[src/hdl/bbe_pkg.sv]
// Package for the Bubble Babble encoder: beat descriptor type, character
// tables and the small constant-divisor helpers. No dependencies.
package bbe_pkg;

  localparam int unsigned QueueDepth = 2;
  localparam int unsigned NumSlots   = 8;

  // Character slot positions inside one descriptor, in output order
  localparam logic [2:0] SlotOpen  = 3'd0;
  localparam logic [2:0] SlotBody0 = 3'd1;
  localparam logic [2:0] SlotBody1 = 3'd2;
  localparam logic [2:0] SlotBody2 = 3'd3;
  localparam logic [2:0] SlotTail0 = 3'd4;
  localparam logic [2:0] SlotTailX = 3'd5;
  localparam logic [2:0] SlotTail2 = 3'd6;
  localparam logic [2:0] SlotClose = 3'd7;

  localparam logic [7:0] CharX    = 8'h78;
  localparam logic [7:0] CharDash = 8'h2D;

  localparam logic [4:0] ConsX = 5'd16;

  // floor(x/36) = (x*Recip36) >> 16, exact for x < 2216
  localparam logic [22:0] Recip36 = 23'd1821;
  // floor(v/6) = (v*Recip6) >> 8, exact for v < 64
  localparam logic [11:0] Recip6  = 12'd43;

  // One accepted beat turned into up to seven characters
  typedef struct packed {
    logic [NumSlots-1:0] mask;   // slot enables
    logic [2:0][7:0]     body;   // body characters, body[0] first
    logic [5:0]          seed;   // seed for the closing tail
  } bbe_desc_t;

  function automatic logic [7:0] vowel(input logic [2:0] idx);
    logic [7:0] c;
    unique case (idx)
      3'd0:    c = 8'h61; // a
      3'd1:    c = 8'h65; // e
      3'd2:    c = 8'h69; // i
      3'd3:    c = 8'h6F; // o
      3'd4:    c = 8'h75; // u
      3'd5:    c = 8'h79; // y
      default: c = 8'h61;
    endcase
    return c;
  endfunction

  function automatic logic [7:0] consonant(input logic [4:0] idx);
    logic [7:0] c;
    unique case (idx)
      5'd0:    c = 8'h62; // b
      5'd1:    c = 8'h63; // c
      5'd2:    c = 8'h64; // d
      5'd3:    c = 8'h66; // f
      5'd4:    c = 8'h67; // g
      5'd5:    c = 8'h68; // h
      5'd6:    c = 8'h6B; // k
      5'd7:    c = 8'h6C; // l
      5'd8:    c = 8'h6D; // m
      5'd9:    c = 8'h6E; // n
      5'd10:   c = 8'h70; // p
      5'd11:   c = 8'h72; // r
      5'd12:   c = 8'h73; // s
      5'd13:   c = 8'h74; // t
      5'd14:   c = 8'h76; // v
      5'd15:   c = 8'h7A; // z
      5'd16:   c = 8'h78; // x
      default: c = 8'h78;
    endcase
    return c;
  endfunction

  function automatic logic [3:0] div6(input logic [5:0] v);
    logic [11:0] p;
    p = 12'(v) * Recip6;
    return p[11:8];
  endfunction

  function automatic logic [2:0] mod6(input logic [5:0] v);
    logic [3:0] q;
    logic [5:0] r;
    q = div6(v);
    r = v - 6'(q) * 6'd6;
    return r[2:0];
  endfunction

  function automatic logic [5:0] mod36(input logic [11:0] x);
    logic [22:0] p;
    logic [5:0]  q;
    logic [11:0] r;
    p = 23'(x) * Recip36;
    q = p[21:16];
    r = x - 12'(q) * 12'd36;
    return r[5:0];
  endfunction

endpackage

[src/hdl/bbe_front.sv]
// Front end: accepts message beats, tracks pair/seed state and emits one
// character descriptor per beat. Depends on bbe_pkg.
module bbe_front import bbe_pkg::*; (
  input  logic       clk_i,
  input  logic       rst_ni,
  input  logic       in_valid_i,
  input  logic [7:0] in_byte_i,
  input  logic       in_eom_i,
  input  logic       in_empty_i,
  input  logic       q_full_i,
  output logic       in_ready_o,
  output logic       push_o,
  output bbe_desc_t  desc_o
);

  logic [5:0] seed_q, seed_d;
  logic [7:0] held_q, held_d;
  logic       await_q, await_d;
  logic       start_q, start_d;

  logic        accept;
  logic        await_eff;
  logic [5:0]  seed_eff;
  logic [5:0]  v0_sum;
  logic [3:0]  v2_sum;
  logic [3:0]  seed_div;
  logic [11:0] mix;
  logic [5:0]  seed_new;

  assign in_ready_o = !q_full_i;
  assign accept     = in_valid_i && in_ready_o;
  assign push_o     = accept;

  always_comb begin
    await_eff = start_q ? 1'b0 : await_q;
    seed_eff  = start_q ? 6'd1 : seed_q;
    seed_div  = div6(seed_eff);
    v0_sum    = 6'(in_byte_i[7:6]) + seed_eff;
    v2_sum    = 4'(in_byte_i[1:0]) + seed_div;
    if (v2_sum >= 4'd6) begin
      v2_sum = v2_sum - 4'd6;
    end
    mix      = 12'(seed_eff) * 12'd5 + 12'(held_q) * 12'd7 + 12'(in_byte_i);
    seed_new = mod36(mix);

    desc_o            = '0;
    desc_o.mask[SlotOpen] = start_q;
    desc_o.seed       = seed_eff;
    seed_d  = seed_eff;
    held_d  = held_q;
    await_d = await_eff;
    start_d = 1'b0;

    if (in_empty_i) begin
      desc_o.mask[SlotTail0] = !await_eff;
      desc_o.mask[SlotTailX] = !await_eff;
      desc_o.mask[SlotTail2] = !await_eff;
      desc_o.mask[SlotClose] = 1'b1;
    end else if (!await_eff) begin
      desc_o.mask[SlotBody0] = 1'b1;
      desc_o.mask[SlotBody1] = 1'b1;
      desc_o.mask[SlotBody2] = 1'b1;
      desc_o.body[0] = vowel(mod6(v0_sum));
      desc_o.body[1] = consonant({1'b0, in_byte_i[5:2]});
      desc_o.body[2] = vowel(v2_sum[2:0]);
      held_d  = in_byte_i;
      await_d = 1'b1;
      // odd length: close with a bare 'x'
      desc_o.mask[SlotClose] = in_eom_i;
    end else begin
      desc_o.mask[SlotBody0] = 1'b1;
      desc_o.mask[SlotBody1] = 1'b1;
      desc_o.mask[SlotBody2] = 1'b1;
      desc_o.body[0] = consonant({1'b0, in_byte_i[7:4]});
      desc_o.body[1] = CharDash;
      desc_o.body[2] = consonant({1'b0, in_byte_i[3:0]});
      desc_o.seed    = seed_new;
      seed_d  = seed_new;
      await_d = 1'b0;
      desc_o.mask[SlotTail0] = in_eom_i;
      desc_o.mask[SlotTailX] = in_eom_i;
      desc_o.mask[SlotTail2] = in_eom_i;
      desc_o.mask[SlotClose] = in_eom_i;
    end

    // message done: back to the idle state
    if (in_empty_i || in_eom_i) begin
      seed_d  = 6'd1;
      held_d  = '0;
      await_d = 1'b0;
      start_d = 1'b1;
    end
  end

  always_ff @(posedge clk_i or negedge rst_ni) begin
    if (!rst_ni) begin
      seed_q  <= 6'd1;
      held_q  <= '0;
      await_q <= 1'b0;
      start_q <= 1'b1;
    end else if (accept) begin
      seed_q  <= seed_d;
      held_q  <= held_d;
      await_q <= await_d;
      start_q <= start_d;
    end
  end

endmodule

[src/hdl/bbe_queue.sv]
// Short descriptor queue between front and back end.
// Depends on bbe_pkg.
module bbe_queue import bbe_pkg::*; #(
  parameter int unsigned Depth = QueueDepth
) (
  input  logic      clk_i,
  input  logic      rst_ni,
  input  logic      push_i,
  input  bbe_desc_t push_data_i,
  input  logic      pop_i,
  output logic      full_o,
  output logic      valid_o,
  output bbe_desc_t head_o
);

  localparam int unsigned PtrW = (Depth > 1) ? $clog2(Depth) : 1;
  localparam int unsigned CntW = $clog2(Depth + 1);

  bbe_desc_t           mem_q [Depth];
  logic [PtrW-1:0]     wr_ptr_q, rd_ptr_q;
  logic [CntW-1:0]     cnt_q;

  assign full_o  = (cnt_q == CntW'(Depth));
  assign valid_o = (cnt_q != '0);
  assign head_o  = mem_q[rd_ptr_q];

  function automatic logic [PtrW-1:0] bump(input logic [PtrW-1:0] p);
    return (p == PtrW'(Depth - 1)) ? '0 : p + 1'b1;
  endfunction

  always_ff @(posedge clk_i) begin
    if (push_i) begin
      mem_q[wr_ptr_q] <= push_data_i;
    end
  end

  always_ff @(posedge clk_i or negedge rst_ni) begin
    if (!rst_ni) begin
      wr_ptr_q <= '0;
      rd_ptr_q <= '0;
      cnt_q    <= '0;
    end else begin
      if (push_i) begin
        wr_ptr_q <= bump(wr_ptr_q);
      end
      if (pop_i) begin
        rd_ptr_q <= bump(rd_ptr_q);
      end
      if (push_i && !pop_i) begin
        cnt_q <= cnt_q + 1'b1;
      end else if (pop_i && !push_i) begin
        cnt_q <= cnt_q - 1'b1;
      end
    end
  end

endmodule

[src/hdl/bbe_back.sv]
// Back end: walks the enabled slots of the head descriptor and drives one
// character per beat through an output register. Depends on bbe_pkg.
module bbe_back import bbe_pkg::*; (
  input  logic      clk_i,
  input  logic      rst_ni,
  input  logic      q_valid_i,
  input  bbe_desc_t head_i,
  output logic      pop_o,
  output logic      out_valid_o,
  input  logic      out_ready_i,
  output logic [7:0] out_char_o,
  output logic      out_last_o
);

  logic [NumSlots-1:0] done_q, done_d;
  logic [NumSlots-1:0] pend, sel_hot;
  logic [2:0]          sel;
  logic                load;
  logic [7:0]          chr;
  logic [2:0]          tail_lo;
  logic [3:0]          tail_hi;

  logic                valid_q;
  logic [7:0]          char_q;
  logic                last_q;

  always_comb begin
    tail_lo = mod6(head_i.seed);
    tail_hi = div6(head_i.seed);
    pend    = head_i.mask & ~done_q;
    sel     = '0;
    for (int i = NumSlots - 1; i >= 0; i--) begin
      if (pend[i]) begin
        sel = 3'(i);
      end
    end
    sel_hot = NumSlots'(1) << sel;

    unique case (sel)
      SlotOpen:  chr = CharX;
      SlotBody0: chr = head_i.body[0];
      SlotBody1: chr = head_i.body[1];
      SlotBody2: chr = head_i.body[2];
      SlotTail0: chr = vowel(tail_lo);
      SlotTailX: chr = consonant(ConsX);
      SlotTail2: chr = vowel(tail_hi[2:0]);
      SlotClose: chr = CharX;
      default:   chr = CharX;
    endcase

    load   = q_valid_i && (!valid_q || out_ready_i);
    pop_o  = load && ((pend & ~sel_hot) == '0);
    done_d = done_q;
    if (load) begin
      done_d = pop_o ? '0 : (done_q | sel_hot);
    end
  end

  always_ff @(posedge clk_i or negedge rst_ni) begin
    if (!rst_ni) begin
      done_q  <= '0;
      valid_q <= 1'b0;
    end else begin
      done_q <= done_d;
      if (load) begin
        valid_q <= 1'b1;
      end else if (out_ready_i) begin
        valid_q <= 1'b0;
      end
    end
  end

  always_ff @(posedge clk_i) begin
    if (load) begin
      char_q <= chr;
      last_q <= (sel == SlotClose);
    end
  end

  assign out_valid_o = valid_q;
  assign out_char_o  = char_q;
  assign out_last_o  = last_q;

endmodule

[src/hdl/bubble_babble_encoder_core.sv]
// Top level of the streaming Bubble Babble encoder.
// Depends on bbe_pkg, bbe_front, bbe_queue and bbe_back.

// Bubble Babble encoder. Message bytes enter one per beat on the slave side
// (tlast marks the final byte, tuser marks an empty message whose tdata is
// ignored); ASCII characters leave one per beat on the master side, with tlast
// on the closing 'x' of each message. A message opens with 'x', each byte pair
// gives vowel-consonant-vowel and consonant-dash-consonant, and an even-length
// message (zero included) ends with a vowel-'x'-vowel tail before the closing
// 'x'. The front end turns each input beat into a descriptor of up to seven
// characters in the cycle it is accepted; a 2-entry descriptor queue
// decouples it from the back end, which sends one character per cycle through
// a registered output while the master side is ready. Sustained throughput is
// therefore bounded by the output port: one character per cycle, with three
// characters per byte in a long message and up to seven for a closing beat.
// With the back end idle, the first character of a beat passes through the
// queue entry and then the output register before it shows on the master side.
module bubble_babble_encoder_core import bbe_pkg::*; #(
  parameter int unsigned QDepth = QueueDepth
) (
  input  logic       clk_i,
  input  logic       rst_ni,
  input  logic       s_axis_tvalid_i,
  output logic       s_axis_tready_o,
  input  logic [7:0] s_axis_tdata_i,   // [7:0] data_byte
  input  logic       s_axis_tlast_i,   // end_of_message
  input  logic       s_axis_tuser_i,   // [0] empty_message
  output logic       m_axis_tvalid_o,
  input  logic       m_axis_tready_i,
  output logic [7:0] m_axis_tdata_o,   // [7:0] out_char
  output logic       m_axis_tlast_o    // last_char
);

  bbe_desc_t push_desc, head_desc;
  logic      push, pop, q_full, q_valid;

  // Front: pair tracking, seed update, per-beat character descriptor
  bbe_front u_front (
    .clk_i      (clk_i),
    .rst_ni     (rst_ni),
    .in_valid_i (s_axis_tvalid_i),
    .in_byte_i  (s_axis_tdata_i),
    .in_eom_i   (s_axis_tlast_i),
    .in_empty_i (s_axis_tuser_i),
    .q_full_i   (q_full),
    .in_ready_o (s_axis_tready_o),
    .push_o     (push),
    .desc_o     (push_desc)
  );

  // Descriptor queue
  bbe_queue #(
    .Depth (QDepth)
  ) u_queue (
    .clk_i       (clk_i),
    .rst_ni      (rst_ni),
    .push_i      (push),
    .push_data_i (push_desc),
    .pop_i       (pop),
    .full_o      (q_full),
    .valid_o     (q_valid),
    .head_o      (head_desc)
  );

  // Back: character serializer with output register
  bbe_back u_back (
    .clk_i       (clk_i),
    .rst_ni      (rst_ni),
    .q_valid_i   (q_valid),
    .head_i      (head_desc),
    .pop_o       (pop),
    .out_valid_o (m_axis_tvalid_o),
    .out_ready_i (m_axis_tready_i),
    .out_char_o  (m_axis_tdata_o),
    .out_last_o  (m_axis_tlast_o)
  );

endmodule

[config.mk]
export PLATFORM = sky130hd
export DESIGN_NAME = bubble_babble_encoder_core
export DESIGN_NICKNAME = d
export VERILOG_FILES = /design/src/hdl/bbe_pkg.sv /design/src/hdl/bbe_front.sv /design/src/hdl/bbe_queue.sv /design/src/hdl/bbe_back.sv /design/src/hdl/bubble_babble_encoder_core.sv
export SDC_FILE = /design/constraint.sdc
export NUM_CORES = 1
export LEC_CHECK = 0
export ABC_AREA = 1
export BUFFER_PORTS_ARGS = -buffer_cell sky130_fd_sc_hd__buf_4
export CORE_MARGIN = 10
export CORE_UTILIZATION = 60
export CTS_BUF_LIST = sky130_fd_sc_hd__clkbuf_4 sky130_fd_sc_hd__clkbuf_8
export CTS_CLUSTER_SIZE = 30
export DETAILED_ROUTE_END_ITERATION = 7
export GPL_TIMING_DRIVEN = 1
export PLACE_DENSITY = 0.77
export REMOVE_ABC_BUFFERS = 1
export SYNTH_ARGS = -nofsm -noshare
export SYNTH_HDL_FRONTEND = slang
export SYNTH_SLANG_ARGS = --single-unit
export TNS_END_PERCENT = 30
[constraint.sdc]
create_clock -name clk_i -period 8.6 [get_ports clk_i]
set_input_delay 0 -clock clk_i [delete_from_list [all_inputs] [get_ports clk_i]]
set_output_delay 0 -clock clk_i [all_outputs]
set_load 0.01 [all_outputs]
==> impl_metrics.env, run 1 <==
export IMPL_status="complete, but fails checks"
export IMPL_violations="setup timing"
export IMPL_finalClockSkew_ps=17.3
export IMPL_crit_type="reg2reg"
export IMPL_r2r_slack_ps=-420
export IMPL_globalplace_congestion=0.950
export IMPL_start_util_pct=60.9
export IMPL_post_route_util_pct=72.8
export IMPL_clock_latency_ps=370
export IMPL_cpMaxStageDelayCell="dfstp_2"
export IMPL_grt_pass1_wl_mm=40.1
export IMPL_min_from="s_axis_tdata_i[0]"
export IMPL_async_flop_share_pct=32.6
export IMPL_syn_area_um2=10100
export IMPL_cts_inserted_buffers=9
export IMPL_syn_avg_cell_area_um2=8.60
export IMPL_grt_max_degree=30
export IMPL_synth_cell_types=48
export IMPL_setup_viol=9
export IMPL_htreeDepth=3
export IMPL_dp_slack_ps=-738
export IMPL_path_max_fanout=4
export IMPL_synth_main_ff_cell="edfxtp_1"
export IMPL_vias=8493
export IMPL_grt_pass1_vias=8537
export IMPL_r2r_start="u_front.start_q"
export IMPL_min_path_type="in2reg"
export IMPL_tns_ps=-2240
export IMPL_detail_route_antenna_nets=0
export IMPL_max_cap_violations=0
export IMPL_nets=1578
export IMPL_cts_tree="yes"
export IMPL_dieHeight_um=150
export IMPL_finalWirelength_mm=24.8
export IMPL_cp_endpoint="u_queue.mem_q[1][5]"
export IMPL_numPortBuffers=23
export IMPL_rows=47
export IMPL_worstMarginPinSlew_ps=926
export IMPL_core_um2=16500
export IMPL_relSlewSlack_pct=38.3
export IMPL_syn_inst=1171
export IMPL_wl_per_cell_um=16.1
export IMPL_antenna_found_initial=0
export IMPL_diodes=0
export IMPL_yosys_warnings=0
export IMPL_cp_arrival_ps=9150
export IMPL_ys_seq_area_share_pct=25.1
export IMPL_drtIter0Drc=511
export IMPL_area_growth_pct=19.6
export IMPL_cts_sinks=89
export IMPL_fin_crit_ps=9020
export IMPL_rsz0062_at_grt="true"
export IMPL_die_area_um2=22400
export IMPL_final_max_slew_viol_count=0
export IMPL_netlist_top_cells_area="ha_1 (22%), edfxtp_1 (18%), fa_1 (13%), inv_1 (8.9%), nand2_1 (7.4%)"
export IMPL_cp_required_ps=8730
export IMPL_netlist_area_leader_share_pct=22.4
export IMPL_overflow=0
export IMPL_ys_ff_latch=89
export IMPL_setup_worst_path_start="u_front.start_q"
export IMPL_dp_hpwl_mm=18.8
export IMPL_cpMostUsedCell="inv_1"
export IMPL_startpoint_type="flop"
export IMPL_final_cell_mix="inv_1 (227), nand2_1 (190), ha_1 (158)"
export IMPL_hold_viol_final=0
export IMPL_fmax_mhz=111
export IMPL_track_usage_pct=21.9
export IMPL_clk_path_buf_depth=2
export IMPL_drive_gt1_share_pct=23.0
export IMPL_worst_slack_ps=-419
export IMPL_viasPerCell=5.50
export IMPL_layout_commonest_cell="inv_1"
export IMPL_drc=0
export IMPL_critPathMaxStageDelay_ps=610
export IMPL_clk_pin_slew_ps=100
export IMPL_num_io_pins=25
export IMPL_r2r_cells=49
export IMPL_die_w_um=150
export IMPL_r2r_end="u_queue.mem_q[1][5]"
export IMPL_fin_crit_sh_pct=105
export IMPL_drt_pass1_iterations=5
export IMPL_root_buffer="clkbuf_8"
export IMPL_critPathCaptureType="flop"
export IMPL_min_path_cells=3
export IMPL_synth_enable_flop_cells=60
export IMPL_yosysTopAreaCell="ha_1"
[stage by stage]
stage / std cells / hold WS [ps] / instance area, um^2
final: 1544 / 59.4 / 12000
after global routing: 1544 / 58.1 / 12000
after CTS: 1541 / 45.1 / 12000
after detailed placement: 1508 / -21.9 / 11300
after global placement: 1508 / -26.9 / 11300
after floorplan: 1160 / -296 / 10000
[state kept, by name (all words and copies together) (netlist names), 2 cells and up]
signal,count
u_front.held_q,8
u_back.out_char_o,7
u_back.done_q,8
u_queue.cnt_q,2
u_front.seed_q,6
u_queue.mem_q,52
[cell type report]
cell class,count,area [um^2]
inverter,256,961
clock inverter,6,75.1
fill,1160,4490
sequential,89,2530
timing repair buffer,148,1120
multi-input combinational,815,6940
clock buffer,10,131
tap,220,275
[worst min-delay path by stage]
stage                                    to  slack (ps)
after floorplan            u_back.done_q[0]        -300
after global placement     u_back.done_q[1]         -30
after detailed placement   u_back.done_q[0]         -20
after CTS                 u_front.held_q[0]          50
after global routing      u_front.held_q[0]          60
final                     u_front.held_q[0]          60
[layer usage]
layer / vias up / GRT usage [%] / share of wire (%)
met1: 4053 / 26.7 / 41
met5: - / 0 / 0
met4: 0 / 7.75 / 3.7
met3: 74 / 3.23 / 5.4
li1: 4070 / - / -
met2: 296 / 38.6 / 50
[Yosys cell counts (17+ instances only)]
cell	instances
or2_2	17
nand2_1	199
ha_1	180
xnor2_1	18
edfxtp_1	60
inv_1	239
a21oi_1	51
nor2_1	67
fa_1	65
nand3_1	36
o21ai_0	47
dfrtp_1	27
xor2_1	20
[critical path, delay by kind of cell (launching register included)]
kind	cells	cell delay [ps]
adders and majority gates	12	4600
and+or+nand+nor	13	1210
buffers and inverters	14	890
AOI/OAI and AO/OA	6	830
xor gates and xnor gates	4	640
DFF	1	610
[timing repair]
action	CTS	global route
setup endpoints to repair	11	12
hold buffers	4	0
pin swaps	56	14
endpoints found under the hold margin	37	0
resized for setup	64	17
buffers inserted	13	3
[kinds of logic after synthesis]
logic type,synth area share [%]
simple gates,16.1
buf+inv,10.1
fa+ha+maj,35.3
compound gates,9.45
flops,25.1
xor+xnor,3.79
other cells,0.0746
mux,0.0994
Power of run 1 is not shown: default switching activity piles up to over one toggle a cycle in this logic, so the estimate is an artifact.
==> inputs of run 2 (changes only) <==
Settings changed: CORE_ASPECT_RATIO set to 1.1.
==> impl_metrics.env, run 2 (synthesis results as in run 1) <==
export IMPL_rows=49
export IMPL_crit_family="adder cells"
export IMPL_dieHeight_um=156
export IMPL_reg_largest_list="u_queue.mem_q x52, u_back.done_q x8, u_front.held_q x8"
export IMPL_min_path_cells=3
export IMPL_tns_ps=-3430
export IMPL_path_max_fanout=4
export IMPL_cp_required_ps=8730
export IMPL_start_util_pct=61.3
export IMPL_drive_gt1_share_pct=23.3
export IMPL_largest_register_ffs=52
export IMPL_dp_hpwl_mm=20.0
export IMPL_antenna_found_initial=0
export IMPL_area_growth_pct=19.6
export IMPL_overflow=0
export IMPL_clk_path_buf_depth=2
export IMPL_dp_cells=1487
export IMPL_die_area_um2=22400
export IMPL_fill_cells=1176
export IMPL_diodes=0
export IMPL_critPathCaptureType="flop"
export IMPL_die_w_um=144
export IMPL_worstMarginPinSlew_ps=935
export IMPL_crit_type="reg2reg"
export IMPL_largest_register="u_queue.mem_q"
export IMPL_drt_pass1_iterations=5
export IMPL_htreeDepth=3
export IMPL_cp_arrival_ps=9220
export IMPL_cts_sinks=89
export IMPL_detail_route_antenna_nets=0
export IMPL_clk_pin_slew_ps=100
export IMPL_track_usage_pct=22.3
export IMPL_critPathMaxStageDelay_ps=580
export IMPL_max_cap_violations=0
export IMPL_post_route_util_pct=73.3
export IMPL_cts_inserted_buffers=9
export IMPL_drc=0
export IMPL_core_um2=16400
export IMPL_worst_slack_ps=-496
export IMPL_violations="setup timing"
export IMPL_fin_crit_sh_pct=106
export IMPL_final_max_slew_viol_count=0
export IMPL_startpoint_type="flop"
export IMPL_cpMostUsedCell="inv_2"
export IMPL_vias=8354
export IMPL_grt_pass1_wl_mm=40.2
export IMPL_finalClockSkew_ps=15.3
export IMPL_globalplace_congestion=0.926
export IMPL_crit_buf_inv=19
export IMPL_holdWs_ps=46.5
export IMPL_status="complete, but fails checks"
export IMPL_hold_viol_final=0
export IMPL_clock_latency_ps=370
export IMPL_min_path_type="in2reg"
export IMPL_fin_crit_ps=9100
export IMPL_finalWirelength_mm=25.3
export IMPL_wl_per_cell_um=16.6
export IMPL_cts_tree="yes"
export IMPL_relSlewSlack_pct=37.7
export IMPL_numPortBuffers=23
export IMPL_final_cell_mix="inv_1 (222), nand2_1 (191), ha_1 (156)"
export IMPL_drtIter0Drc=342
export IMPL_worst_path_stages=54
export IMPL_layout_commonest_cell="inv_1"
export IMPL_setup_viol=9
export IMPL_cpMaxStageDelayCell="dfstp_2"
export IMPL_r2r_cells=54
export IMPL_instances_no_fill=1524
export IMPL_viasPerCell=5.48
export IMPL_nets=1574
export IMPL_rsz0062_at_grt="true"
export IMPL_fmax_mhz=110
export IMPL_grt_max_degree=30
export IMPL_grt_pass1_vias=8551
export IMPL_root_buffer="clkbuf_8"
export IMPL_num_io_pins=25
-- run 2: path summary, 6_finish.rpt --
check	from	slack, ps	endpoint
worst max-delay path	u_front.start_q	-500	u_queue.mem_q[1][5]
worst min-delay path	s_axis_tdata_i[0]	50	u_front.held_q[0]
worst max register to register	u_front.start_q	-500	u_queue.mem_q[1][5]
worst min register to register	u_back.done_q[3]	500	u_back.done_q[3]
max in group asynchronous	rst_ni	8130	u_front.seed_q[0]
min in group asynchronous	rst_ni	120	u_queue.cnt_q[0]
-- run 2: worst min-delay path: stages --
cell and delay (ps):
buf_4 130, inv_1 100, o22ai_1 140
-- run 2: stage by stage --
stage | worst slack, ps | cell area (um^2)
5_1_grt | -822 | 12000
4_1_cts | -347 | 11800
3_5_place_dp | -885 | 11200
2_1_floorplan | -520 | 10000
3_3_place_gp | -626 | 11200
6_report | -496 | 12000
-- run 2: layout make-up --
type,count,area (um^2),area share (%)
timing repair buffer,144,1100,9.14
clock inverter,6,65.1,0.540
sequential,89,2530,21.0
inverter,256,963,8.00
clock buffer,10,138,1.14
multi-input combinational,815,6990,58.0
tap,204,255,2.12
-- run 2: what timing repair did --
| item | 4_1_cts | 5_1_grt |
|---|---|---|
| hold buffers | 3 | 0 |
| pin swaps | 49 | 27 |
| setup buffers | 12 | 7 |
| hold endpoints to repair | 34 | 0 |
| gates resized for setup | 49 | 47 |
| setup endpoints to repair | 12 | 12 |
-- run 2: routing by layer --
layer / track usage [%] / share of wire (%)
met1: 22.9 / 36
met2: 42.3 / 54
met3: 2.28 / 3.1
met4: 13.4 / 7.0
met5: 0 / 0
Power of run 2 is left out for the same reason.
==> inputs of run 3 (changes only) <==
Settings changed: SKIP_CTS_REPAIR_TIMING set to 1.
==> impl_metrics.env, run 3 (synthesis results as in run 1) <==
export IMPL_status="complete, but fails checks"
export IMPL_violations="setup timing"
export IMPL_cts_inserted_buffers=9
export IMPL_r2r_slack_ps=-510
export IMPL_critPathMaxStageDelay_ps=610
export IMPL_clk_path_buf_depth=2
export IMPL_crit_family="adder cells"
export IMPL_root_buffer="clkbuf_8"
export IMPL_numPortBuffers=23
export IMPL_overflow=0
export IMPL_setup_worst_path_start="u_front.start_q"
export IMPL_cts_tree="yes"
export IMPL_fin_crit_sh_pct=106
export IMPL_finalClockSkew_ps=13.1
export IMPL_reg_largest_list="u_queue.mem_q x52, u_back.done_q x8, u_front.held_q x8"
export IMPL_num_io_pins=25
export IMPL_wl_per_cell_um=16.4
export IMPL_fill_cells=1236
export IMPL_dieHeight_um=156
export IMPL_min_path_type="in2reg"
export IMPL_rows=49
export IMPL_worst_path_stages=44
export IMPL_core_um2=16400
export IMPL_area_growth_pct=17.0
export IMPL_cpMostUsedCell="fa_1"
export IMPL_crit_type="reg2reg"
export IMPL_drive_gt1_share_pct=21.1
export IMPL_startpoint_type="flop"
export IMPL_cp_arrival_ps=9240
export IMPL_dp_hpwl_mm=20.0
export IMPL_grt_pass1_vias=8427
export IMPL_grt_max_degree=30
export IMPL_antenna_found_initial=0
export IMPL_tns_ps=-2090
export IMPL_relSlewSlack_pct=39.8
export IMPL_vias=8208
export IMPL_max_cap_violations=0
export IMPL_instances_no_fill=1506
export IMPL_fmax_mhz=110
export IMPL_clk_pin_slew_ps=100
export IMPL_fin_crit_ps=9110
export IMPL_nets=1556
export IMPL_dp_cells=1487
export IMPL_globalplace_congestion=0.926
export IMPL_holdWs_ps=5.75
export IMPL_crit_buf_inv=10
export IMPL_worst_slack_ps=-510
export IMPL_drt_pass1_iterations=5
export IMPL_drc=0
export IMPL_final_max_slew_viol_count=0
export IMPL_drtIter0Drc=369
export IMPL_final_cell_mix="inv_1 (223), nand2_1 (194), ha_1 (162)"
export IMPL_r2r_end="u_queue.mem_q[1][5]"
export IMPL_largest_register_ffs=52
export IMPL_clock_latency_ps=370
export IMPL_grt_pass1_wl_mm=39.2
export IMPL_worstMarginPinSlew_ps=903
export IMPL_detail_route_antenna_nets=0
export IMPL_start_util_pct=61.3
export IMPL_critPathCaptureType="flop"
export IMPL_finalWirelength_mm=24.7
export IMPL_cp_endpoint="u_queue.mem_q[1][5]"
export IMPL_die_w_um=144
export IMPL_track_usage_pct=21.7
export IMPL_hold_viol_final=0
export IMPL_cts_sinks=89
export IMPL_diodes=0
export IMPL_largest_register="u_queue.mem_q"
export IMPL_die_area_um2=22400
export IMPL_path_max_fanout=5
export IMPL_layout_commonest_cell="inv_1"
export IMPL_r2r_cells=44
export IMPL_cpMaxStageDelayCell="dfstp_2"
export IMPL_cp_required_ps=8730
export IMPL_viasPerCell=5.45
export IMPL_rsz0062_at_grt="true"
export IMPL_setup_viol=9
export IMPL_r2r_start="u_front.start_q"
export IMPL_htreeDepth=3
==> run 3: changes by cell type in the layout (fill, tap and decap cells not counted), sizes merged <==
cell / delta
buf: -17
dlygate4sd3: -1
==> run 3: worst min path at each step <==
stage                              start              endpoint  cells past startpoint
after global placement            rst_ni      u_back.done_q[5]                      1
after floorplan                   rst_ni      u_back.done_q[0]                      0
final                     s_axis_tuser_i  u_queue.mem_q[0][22]                      2
after CTS                         rst_ni      u_queue.cnt_q[0]                      1
after detailed placement          rst_ni      u_back.done_q[5]                      1
after global routing      s_axis_tuser_i  u_queue.mem_q[0][22]                      2
==> run 3: layout make-up <==
class	instances	area [um^2]	area share, %
Multi-Input combinational cell	815	6870	58.3
Sequential cell	89	2530	21.5
Timing Repair Buffer	126	962	8.17
Inverter	256	961	8.16
Tap cell	204	255	2.17
Clock buffer	10	138	1.17
Clock inverter	6	65.1	0.552
==> run 3: layer usage <==
metal	track usage (%)	share of wire, %	vias to the layer above
met5	0	0	-
met2	41.5	54	191
met4	12.2	6.1	0
li1	-	-	4027
met1	22.3	37	3906
met3	2.25	3.1	84
==> run 3: through the flow <==
| step | setup WS [ps] | utilization, % | area, um^2 |
|---|---|---|---|
| global placement | -626 | 68.1 | 11200 |
| floorplan | -520 | - | 10000 |
| CTS | -949 | 69.4 | 11400 |
| finish | -510 | 71.7 | 11800 |
| detailed placement | -885 | 68.1 | 11200 |
| global route | -886 | 71.7 | 11800 |
==> run 3: worst reg2reg max path: cells and delay by family (launching register included) <==
family	cells	cell delay (ps)
fa+ha+maj	12	4790
compound gates	8	1310
simple gates	11	950
buf+inv	10	640
flops	1	610
xor+xnor	3	560
Power of run 3 is left out for the same reason.
